<file path="src/rtl/sha1md_pkg.sv">
// Shared types and constants for the SHA-1 message digest block.
// Used by the top level and the round function. No dependencies.
package sha1md_pkg;

    typedef struct packed {
        logic [31:0] data_word;
        logic [2:0]  byte_count;
        logic        last;
    } t_in_item;

    typedef struct packed {
        logic [31:0] digest_word;
        logic [2:0]  word_index;
        logic        last_word;
    } t_out_item;

    // Five 32-bit working or chaining words, a is the most significant.
    typedef struct packed {
        logic [31:0] a;
        logic [31:0] b;
        logic [31:0] c;
        logic [31:0] d;
        logic [31:0] e;
    } t_vars;

    typedef enum logic [2:0] {
        ST_IDLE,
        ST_PAD,
        ST_PRIME,
        ST_ROUND,
        ST_FINISH
    } t_state;

    localparam t_vars INIT_CHAIN = '{
        a: 32'h6745_2301,
        b: 32'hEFCD_AB89,
        c: 32'h98BA_DCFE,
        d: 32'h1032_5476,
        e: 32'hC3D2_E1F0
    };

    localparam logic [31:0] K_CH     = 32'h5A82_7999;
    localparam logic [31:0] K_PAR_LO = 32'h6ED9_EBA1;
    localparam logic [31:0] K_MAJ    = 32'h8F1B_BCDC;
    localparam logic [31:0] K_PAR_HI = 32'hCA62_C1D6;

    localparam logic [31:0] PAD_ONE      = 32'h8000_0000;
    localparam logic [6:0]  CH_END       = 7'd20;
    localparam logic [6:0]  PAR_LO_END   = 7'd40;
    localparam logic [6:0]  MAJ_END      = 7'd60;
    localparam logic [6:0]  SCHED_START  = 7'd16;
    localparam logic [6:0]  LAST_ROUND   = 7'd79;
    localparam logic [3:0]  LAST_FILL    = 4'd15;
    localparam logic [3:0]  LEN_HI_FILL  = 4'd14;
    localparam logic [2:0]  FULL_COUNT   = 3'd4;
    localparam logic [2:0]  LAST_INDEX   = 3'd4;

endpackage

</file>
<file path="src/rtl/sha1_message_digest.sv">
// SHA-1 message digest top level: input sequencer, padding, round loop, digest output.
// Depends on sha1md_pkg, sha1md_ram and sha1md_round.
//
//   channel | direction | handshake                 | item
//   --------+-----------+---------------------------+------------------------------
//   input   | in        | i_in_valid / o_in_stall   | t_in_item: word, count, last
//   output  | out       | o_out_valid / i_out_stall | t_out_item: digest word, index
//
// Every sixteenth message word starts a compression: read priming, then the round loop
// at one round a cycle, then the chaining update. After the last word the padding words
// go in one a cycle (up to 15 in the block that holds the last word, and 16 more when
// the length spills into a second block), then one or two blocks are compressed. Reset
// clears all control state and reloads the initial chaining words; the block buffer
// needs no clearing. Digest items drain from an output register while the next message
// enters; only a digest finishing while the previous one is still stalled waits for it.
module sha1_message_digest import sha1md_pkg::*; #(
    parameter int LENGTH_BITS = 64
) (
    input  logic      i_clk,
    input  logic      i_rst_n,
    input  logic      i_in_valid,
    output logic      o_in_stall,
    input  t_in_item  i_in_item,
    output logic      o_out_valid,
    input  logic      i_out_stall,
    output t_out_item o_out_item
);

    // Control state.
    t_state                 r_state, n_state;
    logic [3:0]             r_fill, n_fill;
    logic [6:0]             r_round, n_round;
    logic [LENGTH_BITS-1:0] r_bits, n_bits;
    logic                   r_padding, n_padding;
    logic                   r_need_one, n_need_one;
    logic                   r_hi_done, n_hi_done;
    logic                   r_out_busy, n_out_busy;
    logic [2:0]             r_out_idx, n_out_idx;
    t_vars                  r_chain, n_chain;

    // Payload registers: working variables, recent schedule words, digest buffer.
    t_vars       r_vars;
    t_vars       r_dig;
    logic [31:0] r_hist [8];

    logic        in_take;
    logic        out_take;
    logic        push;
    logic        digest_load;
    logic [2:0]  cnt;
    logic [31:0] last_word_val;
    logic [31:0] push_word;
    logic [63:0] len64;
    logic [31:0] w_round;
    logic [31:0] w_sched;
    logic [6:0]  rd_base;
    logic        ram_we;
    logic [3:0]  ram_waddr;
    logic [31:0] ram_wdata;
    logic [31:0] ram_a;
    logic [31:0] ram_b;
    t_vars       round_out;
    t_vars       chain_sum;

    // The block buffer, which also holds the rolling message schedule during rounds.
    sha1md_ram #(
        .WIDTH (32),
        .DEPTH (16)
    ) u_buffer (
        .i_clk     (i_clk),
        .i_we      (ram_we),
        .i_waddr   (ram_waddr),
        .i_wdata   (ram_wdata),
        .i_raddr_a (4'(rd_base + 7'd2)),
        .i_raddr_b (rd_base[3:0]),
        .o_rdata_a (ram_a),
        .o_rdata_b (ram_b)
    );

    sha1md_round u_round (
        .i_vars  (r_vars),
        .i_w     (w_round),
        .i_round (r_round),
        .o_vars  (round_out)
    );

    // Next state.
    always_comb begin
        n_state = r_state;
        case (r_state)
            ST_IDLE: begin
                if (in_take) begin
                    if (r_fill == LAST_FILL) begin
                        n_state = ST_PRIME;
                    end else if (i_in_item.last) begin
                        n_state = ST_PAD;
                    end
                end
            end
            ST_PAD: begin
                if (r_fill == LAST_FILL) begin
                    n_state = ST_PRIME;
                end
            end
            ST_PRIME: begin
                n_state = ST_ROUND;
            end
            ST_ROUND: begin
                if (r_round == LAST_ROUND) begin
                    n_state = ST_FINISH;
                end
            end
            ST_FINISH: begin
                if (r_hi_done) begin
                    if (!r_out_busy) begin
                        n_state = ST_IDLE;
                    end
                end else if (r_padding) begin
                    n_state = ST_PAD;
                end else begin
                    n_state = ST_IDLE;
                end
            end
            default: begin
                n_state = ST_IDLE;
            end
        endcase
    end

    // State decodes. Input is only taken when the sequencer has nothing else to do.
    always_comb begin
        o_in_stall  = (r_state != ST_IDLE) || !i_rst_n;
        push        = (r_state == ST_PAD);
        digest_load = (r_state == ST_FINISH) && r_hi_done && !r_out_busy;
        // In the round loop the reads are issued one round ahead; while priming,
        // for round zero.
        rd_base     = (r_state == ST_ROUND) ? r_round + 7'd1 : r_round;
        ram_we      = 1'b0;
        case (r_state)
            ST_IDLE:  ram_we = in_take;
            ST_PAD:   ram_we = 1'b1;
            ST_ROUND: ram_we = (r_round >= SCHED_START);
            default:  ram_we = 1'b0;
        endcase
    end

    assign in_take  = i_in_valid && !o_in_stall;
    assign out_take = r_out_busy && !i_out_stall;

    // Last word: keep the valid bytes and place the single one bit right after them.
    assign cnt           = (i_in_item.byte_count > FULL_COUNT) ? FULL_COUNT
                                                               : i_in_item.byte_count;
    assign last_word_val = (cnt == FULL_COUNT) ? i_in_item.data_word
                         : (i_in_item.data_word & ~(32'hFFFF_FFFF >> {cnt, 3'b000}))
                           | (PAD_ONE >> {cnt, 3'b000});

    assign len64 = 64'(r_bits);

    always_comb begin
        if (r_state == ST_IDLE) begin
            push_word = i_in_item.last ? last_word_val : i_in_item.data_word;
        end else if (r_need_one) begin
            push_word = PAD_ONE;
        end else if (r_fill == LEN_HI_FILL) begin
            push_word = len64[63:32];
        end else if (r_fill == LAST_FILL && r_hi_done) begin
            push_word = len64[31:0];
        end else begin
            push_word = '0;
        end
    end

    // Schedule: w[t-3] and w[t-8] from the history line, w[t-14] and w[t-16] from RAM.
    assign w_sched = {r_hist[2][30:0] ^ r_hist[7][30:0] ^ ram_a[30:0] ^ ram_b[30:0],
                      r_hist[2][31] ^ r_hist[7][31] ^ ram_a[31] ^ ram_b[31]};
    assign w_round = (r_round < SCHED_START) ? ram_b : w_sched;

    assign ram_waddr = (r_state == ST_ROUND) ? r_round[3:0] : r_fill;
    assign ram_wdata = (r_state == ST_ROUND) ? w_sched : push_word;

    assign chain_sum = '{
        a: r_chain.a + r_vars.a,
        b: r_chain.b + r_vars.b,
        c: r_chain.c + r_vars.c,
        d: r_chain.d + r_vars.d,
        e: r_chain.e + r_vars.e
    };

    // Next values of the counters, length and flags.
    always_comb begin
        n_fill     = r_fill;
        n_round    = r_round;
        n_bits     = r_bits;
        n_padding  = r_padding;
        n_need_one = r_need_one;
        n_hi_done  = r_hi_done;
        n_chain    = r_chain;
        n_out_busy = r_out_busy;
        n_out_idx  = r_out_idx;

        if (in_take || push) begin
            n_fill = r_fill + 4'd1;
        end
        if (in_take) begin
            if (i_in_item.last) begin
                n_bits     = r_bits + LENGTH_BITS'({cnt, 3'b000});
                n_padding  = 1'b1;
                n_need_one = (cnt == FULL_COUNT);
            end else begin
                n_bits = r_bits + LENGTH_BITS'(32);
            end
        end
        if (push) begin
            n_need_one = 1'b0;
            if (!r_need_one && r_fill == LEN_HI_FILL) begin
                n_hi_done = 1'b1;
            end
        end
        if (r_state == ST_ROUND) begin
            n_round = (r_round == LAST_ROUND) ? '0 : r_round + 7'd1;
        end
        if (r_state == ST_FINISH && !r_hi_done) begin
            n_chain = chain_sum;
        end
        if (out_take) begin
            n_out_idx = r_out_idx + 3'd1;
            if (r_out_idx == LAST_INDEX) begin
                n_out_busy = 1'b0;
            end
        end
        // The final block's sum goes straight to the output buffer and the chaining
        // words return to their initial values for the next message.
        if (digest_load) begin
            n_chain    = INIT_CHAIN;
            n_bits     = '0;
            n_padding  = 1'b0;
            n_hi_done  = 1'b0;
            n_out_busy = 1'b1;
            n_out_idx  = '0;
        end
    end

    always_ff @(posedge i_clk) begin
        if (!i_rst_n) begin
            r_state    <= ST_IDLE;
            r_fill     <= '0;
            r_round    <= '0;
            r_bits     <= '0;
            r_padding  <= 1'b0;
            r_need_one <= 1'b0;
            r_hi_done  <= 1'b0;
            r_out_busy <= 1'b0;
            r_out_idx  <= '0;
            r_chain    <= INIT_CHAIN;
        end else begin
            r_state    <= n_state;
            r_fill     <= n_fill;
            r_round    <= n_round;
            r_bits     <= n_bits;
            r_padding  <= n_padding;
            r_need_one <= n_need_one;
            r_hi_done  <= n_hi_done;
            r_out_busy <= n_out_busy;
            r_out_idx  <= n_out_idx;
            r_chain    <= n_chain;
        end
    end

    always_ff @(posedge i_clk) begin
        if (r_state == ST_PRIME) begin
            r_vars <= r_chain;
        end else if (r_state == ST_ROUND) begin
            r_vars <= round_out;
        end
        if (r_state == ST_ROUND) begin
            r_hist[0] <= w_round;
            for (int i = 1; i < 8; i++) begin
                r_hist[i] <= r_hist[i-1];
            end
        end
        if (digest_load) begin
            r_dig <= chain_sum;
        end
    end

    // Digest output register.
    assign o_out_valid = r_out_busy;

    always_comb begin
        o_out_item.word_index = r_out_idx;
        o_out_item.last_word  = (r_out_idx == LAST_INDEX);
        case (r_out_idx)
            3'd0:    o_out_item.digest_word = r_dig.a;
            3'd1:    o_out_item.digest_word = r_dig.b;
            3'd2:    o_out_item.digest_word = r_dig.c;
            3'd3:    o_out_item.digest_word = r_dig.d;
            default: o_out_item.digest_word = r_dig.e;
        endcase
    end

    // The round loop always hands over to the chaining update after its final round.
    a_round_end: assert property (@(posedge i_clk) disable iff (!i_rst_n)
        (r_state == ST_ROUND && r_round == LAST_ROUND) |=> (r_state == ST_FINISH))
        else $error("round loop did not end in the chaining update");

    // A compression only starts on a freshly completed block.
    a_prime_block: assert property (@(posedge i_clk) disable iff (!i_rst_n)
        (r_state == ST_PRIME) |-> (r_fill == '0 && r_round == '0))
        else $error("compression started on a partial block");

    // The length words are only written while a message is being padded.
    a_hi_in_pad: assert property (@(posedge i_clk) disable iff (!i_rst_n)
        r_hi_done |-> r_padding)
        else $error("length written outside padding");

    // Once started, a digest keeps presenting items until its fifth one is taken.
    a_digest_holds: assert property (@(posedge i_clk) disable iff (!i_rst_n)
        (r_out_busy && r_out_idx != LAST_INDEX) |=> r_out_busy)
        else $error("digest output dropped before its last word");

endmodule

</file>
<file path="src/rtl/sha1md_ram.sv">
// Generic synchronous RAM: one write port, two read ports, registered reads.
// Stand-alone, no package dependency.
module sha1md_ram #(
    parameter int WIDTH = 32,
    parameter int DEPTH = 16,
    localparam int AW = $clog2(DEPTH)
) (
    input  logic             i_clk,
    input  logic             i_we,
    input  logic [AW-1:0]    i_waddr,
    input  logic [WIDTH-1:0] i_wdata,
    input  logic [AW-1:0]    i_raddr_a,
    input  logic [AW-1:0]    i_raddr_b,
    output logic [WIDTH-1:0] o_rdata_a,
    output logic [WIDTH-1:0] o_rdata_b
);

    logic [WIDTH-1:0] r_mem [DEPTH];
    logic [WIDTH-1:0] r_rdata_a;
    logic [WIDTH-1:0] r_rdata_b;

    always_ff @(posedge i_clk) begin
        if (i_we) begin
            r_mem[i_waddr] <= i_wdata;
        end
        r_rdata_a <= r_mem[i_raddr_a];
        r_rdata_b <= r_mem[i_raddr_b];
    end

    assign o_rdata_a = r_rdata_a;
    assign o_rdata_b = r_rdata_b;

endmodule

</file>
<file path="src/rtl/sha1md_round.sv">
// One SHA-1 compression round: round function, constant and the a..e shuffle.
// Depends on sha1md_pkg for t_vars and the round constants.
module sha1md_round import sha1md_pkg::*; (
    input  t_vars       i_vars,
    input  logic [31:0] i_w,
    input  logic [6:0]  i_round,
    output t_vars       o_vars
);

    logic [31:0] f;
    logic [31:0] k;
    logic [31:0] t;

    always_comb begin
        if (i_round < CH_END) begin
            f = (i_vars.b & i_vars.c) | (~i_vars.b & i_vars.d);
            k = K_CH;
        end else if (i_round < PAR_LO_END) begin
            f = i_vars.b ^ i_vars.c ^ i_vars.d;
            k = K_PAR_LO;
        end else if (i_round < MAJ_END) begin
            f = (i_vars.b & i_vars.c) | (i_vars.b & i_vars.d) | (i_vars.c & i_vars.d);
            k = K_MAJ;
        end else begin
            f = i_vars.b ^ i_vars.c ^ i_vars.d;
            k = K_PAR_HI;
        end
    end

    assign t = {i_vars.a[26:0], i_vars.a[31:27]} + f + i_vars.e + k + i_w;

    assign o_vars = '{
        a: t,
        b: i_vars.a,
        c: {i_vars.b[1:0], i_vars.b[31:2]},
        d: i_vars.c,
        e: i_vars.d
    };

endmodule
</file>
<file path="config.mk">
export PLATFORM = sky130hd
export DESIGN_NAME = sha1_message_digest
export DESIGN_NICKNAME = d
export VERILOG_FILES = /design/src/rtl/sha1md_pkg.sv /design/src/rtl/sha1_message_digest.sv /design/src/rtl/sha1md_ram.sv /design/src/rtl/sha1md_round.sv
export SDC_FILE = /design/constraint.sdc
export NUM_CORES = 2
export LEC_CHECK = 0
export BUFFER_PORTS_ARGS = -buffer_cell sky130_fd_sc_hd__buf_2
export CAP_MARGIN = 10
export CELL_PAD_IN_SITES_DETAIL_PLACEMENT = 0
export CELL_PAD_IN_SITES_GLOBAL_PLACEMENT = 1
export CORE_MARGIN = 8
export CORE_UTILIZATION = 48
export CTS_CLUSTER_SIZE = 16
export DETAILED_ROUTE_END_ITERATION = 10
export GPL_TIMING_DRIVEN = 0
export PLACE_DENSITY = 0.84
export SKIP_LAST_GASP = 1
export SYNTH_ARGS = -nofsm -noshare
export SYNTH_HDL_FRONTEND = slang
export SYNTH_SLANG_ARGS = --single-unit
</file>
<file path="constraint.sdc">
create_clock -name i_clk -period 10.64 [get_ports i_clk]
set_input_delay 0 -clock i_clk [delete_from_list [all_inputs] [get_ports i_clk]]
set_output_delay 0 -clock i_clk [all_outputs]
set_load 0.01 [all_outputs]
</file>
==> flow_metrics.env <==
export IMPL_ir_worst_vdd_mv=0.154
export IMPL_outcome="finished clean"
export IMPL_finalSetupTns_ns=0
export IMPL_ios=78
export IMPL_yosysWarnings=0
export IMPL_grt_ovfl_total=0
export IMPL_grt_pass1_vias=44500
export IMPL_first_pass_iters=8
export IMPL_fmax_mhz=114
export IMPL_vias=47300
export IMPL_cts_buffers=146
export IMPL_place_inst=7476
export IMPL_crit_path_max_fanout=10
export IMPL_drt_vias_per_instance=6.09
export IMPL_maxCapViolations=0
export IMPL_drive_gt1_share_pct=10.1
export IMPL_dieArea_um2=154000
export IMPL_async_flop_share_pct=0
export IMPL_yosys_area_top_type_share_pct=48.1
export IMPL_grtUsageTotal_pct=27.4
export IMPL_rsz0062_at_grt="no"
export IMPL_ctsHoldBuffers=11
export IMPL_placement_setup_worst_slack_ns=2.21
export IMPL_coreArea_um2=141000
export IMPL_ant_nets=0
export IMPL_synth_area_um2=68000
export IMPL_cts_htree_levels=4
export IMPL_hold_viol=0
export IMPL_p_leak_uw=0.0298
export IMPL_setup_viol=0
export IMPL_max_slew_margin_pct=4.15
export IMPL_worstPathArrival_ns=9.28
export IMPL_final_cells=7773
export IMPL_clk_path_buf_depth=3
export IMPL_post_route_period_util_pct=82.5
export IMPL_clock_skew_final_ns=0.0465
export IMPL_cts_root_buf="clkbuf_16"
export IMPL_synth_edf_count=1088
export IMPL_grt_pass1_wl_um=307000
export IMPL_synth_largest_area_cell="edfxtp_1"
export IMPL_postCtsSetupBuffers=0
export IMPL_cts_tree="done"
export IMPL_syn2layout_area_growth_pct=13.0
export IMPL_synthCells=5466
export IMPL_wl_per_cell_um=28.0
export IMPL_synth_area_leaders="edfxtp_1 48%, dfxtp_1 9.0%, mux2i_1 5.5%"
export IMPL_routed_wl_um=218000
export IMPL_gp_congestion=0.996
export IMPL_synth_common_cells="1088 x edfxtp_1, 686 x nand2_1, 376 x mux2i_1"
export IMPL_post_synth_top_count_cell="edfxtp_1"
export IMPL_antenna_found_initial=9
export IMPL_crit_required_ns=11.15
export IMPL_p_per_area_nw_per_um2=203
export IMPL_layout_nets=6127
export IMPL_drcViolationCount=0
export IMPL_slew_viol_final=0
export IMPL_fin_crit_ns=8.78
export IMPL_critical_path_class="flop to flop"
export IMPL_dp_hpwl_um=161000
export IMPL_holdCritPathClass="input port to flop"
export IMPL_worst_hold_slack_ns=0.0769
export IMPL_ys_dominant_reg_cell="edfxtp_1"
export IMPL_core_rowCount=138
export IMPL_cts_sinks=1394
export IMPL_setup_ws_ns=1.86
export IMPL_worst_pin_slew_ns=1.44
export IMPL_grt_start_max_net_pins=125
export IMPL_synth_seq_cells=1394
export IMPL_die_y_um=392
export IMPL_port_buffers=77
export IMPL_drt_iter0_drc=6375
export IMPL_fillers=11800
export IMPL_syn_num_nets=5838
export IMPL_clkTransAtPathRegs_ns=0.06
export IMPL_worstSetupEndpointType="flop"
export IMPL_die_width_um=392
export IMPL_yosysSeqAreaShare_pct=57.1
export IMPL_ys_types=93
export IMPL_clk_latency_ns=0.82
export IMPL_syn_avg_cell_area_um2=12.4
export IMPL_start_util_pct=48.2
export IMPL_cts_resized=0
export IMPL_start_kind="flop"
metal layers:
layer	vias up	share of wire [%]	GRT usage [%]	routed length (µm)
met5	-	0.019	0	41
met4	6	4.5	12.0	9820
met3	440	11	6.20	23300
met2	2647	43	40.3	94000
met1	23700	42	39.1	90400
li1	20600	-	-	-
placed cells by master (no fill, tap or decap), drive strengths merged, types with 37 or more instances in the layout:
cell type and instances:
mux4 128, nor2 308, fa 118, or3 39, a21o 113, a31oi 54
a21oi 303, ha 214, a22oi 65, xor2 104, nand2 687, nand3 112
nor3 42, inv 308, dfxtp 306, and3 37, xnor2 223, o21ai 189
buf 191, clkbuf 381, mux2i 376, edfxtp 1088, clkinv 46
state kept, by name, summed over array words and instances, names as in the netlist, 32 cells and up:
name                cells
r_chain               160
len64                  61
r_vars                160
u_buffer.r_mem        512
u_buffer.o_rdata_b     32
u_buffer.o_rdata_a     32
r_hist                256
r_dig                 160
through the flow:
stage / instance area [µm²] / total power [µW] / utilization, %
2_1_floorplan: 68000 / 9190 / -
3_3_place_gp: 70700 / 10200 / 50.1
3_5_place_dp: 71700 / 10400 / 50.8
4_1_cts: 76700 / 15600 / 54.4
5_1_grt: 76800 / 16100 / 54.4
6_report: 76800 / 15600 / 54.5
final timing paths:
| kind | startpoint | endpoint | slack [ns] | cells after the start |
|---|---|---|---|---|
| min | i_in_item[28] | u_buffer.r_mem[5][24] | 0.08 | 3 |
| min reg2reg | r_hist[0][53] | r_hist[0][85] | 0.40 | 0 |
| max | r_round[6] | r_vars[157] | 1.86 | 25 |
| max reg2reg | r_round[6] | r_vars[157] | 1.86 | 25 |
cells by family after synthesis:
family,after synthesis,share of synthesized area (%)
mux,508,9.84
fa+ha+maj,332,7.41
flops,1394,57.1
xor+xnor,327,4.23
simple gates,1386,8.99
compound gates,976,9.37
buf+inv,543,3.09
critical path, stage by stage (launching register included):
cell	delay (ns)
dfxtp_1	0.29
clkbuf_1	0.17
nor2_1	0.13
nand2_1	0.52
inv_1	0.87
nor2_1	0.25
inv_1	0.73
clkbuf_1	0.95
o21ai_0	0.49
ha_1	0.35
inv_1	0.08
fa_1	0.41
inv_1	0.07
ha_1	0.16
inv_1	0.05
fa_1	0.39
nor2b_1	0.12
o21ai_0	0.14
a211oi_1	0.48
o31ai_1	0.18
a21oi_1	0.42
a31oi_1	0.33
o221ai_1	0.38
a41oi_1	0.19
xor2_1	0.20
a21oi_1	0.09
cell type report:
| type | instances | area (µm²) | share of cell area (%) |
|---|---|---|---|
| clock buffers | 206 | 4040 | 5.26 |
| multi-input cells | 3529 | 27200 | 35.5 |
| plain buffers | 238 | 967 | 1.26 |
| flip-flops and latches | 1394 | 38800 | 50.5 |
| clock inverters | 65 | 880 | 1.15 |
| diodes | 5 | 12.5 | 0.0163 |
| inverters | 305 | 1140 | 1.49 |
| well taps | 1890 | 2360 | 3.08 |
| repair buffers | 141 | 1370 | 1.79 |
report_power, final:
group | switching [µW] | internal [µW] | leakage [µW]
sequential | 157 | 6480 | 0.0123
clock | 2270 | 2980 | 0.00237
combinational | 2340 | 1350 | 0.0151
No activity file was read; power rests on OpenSTA's default activity.
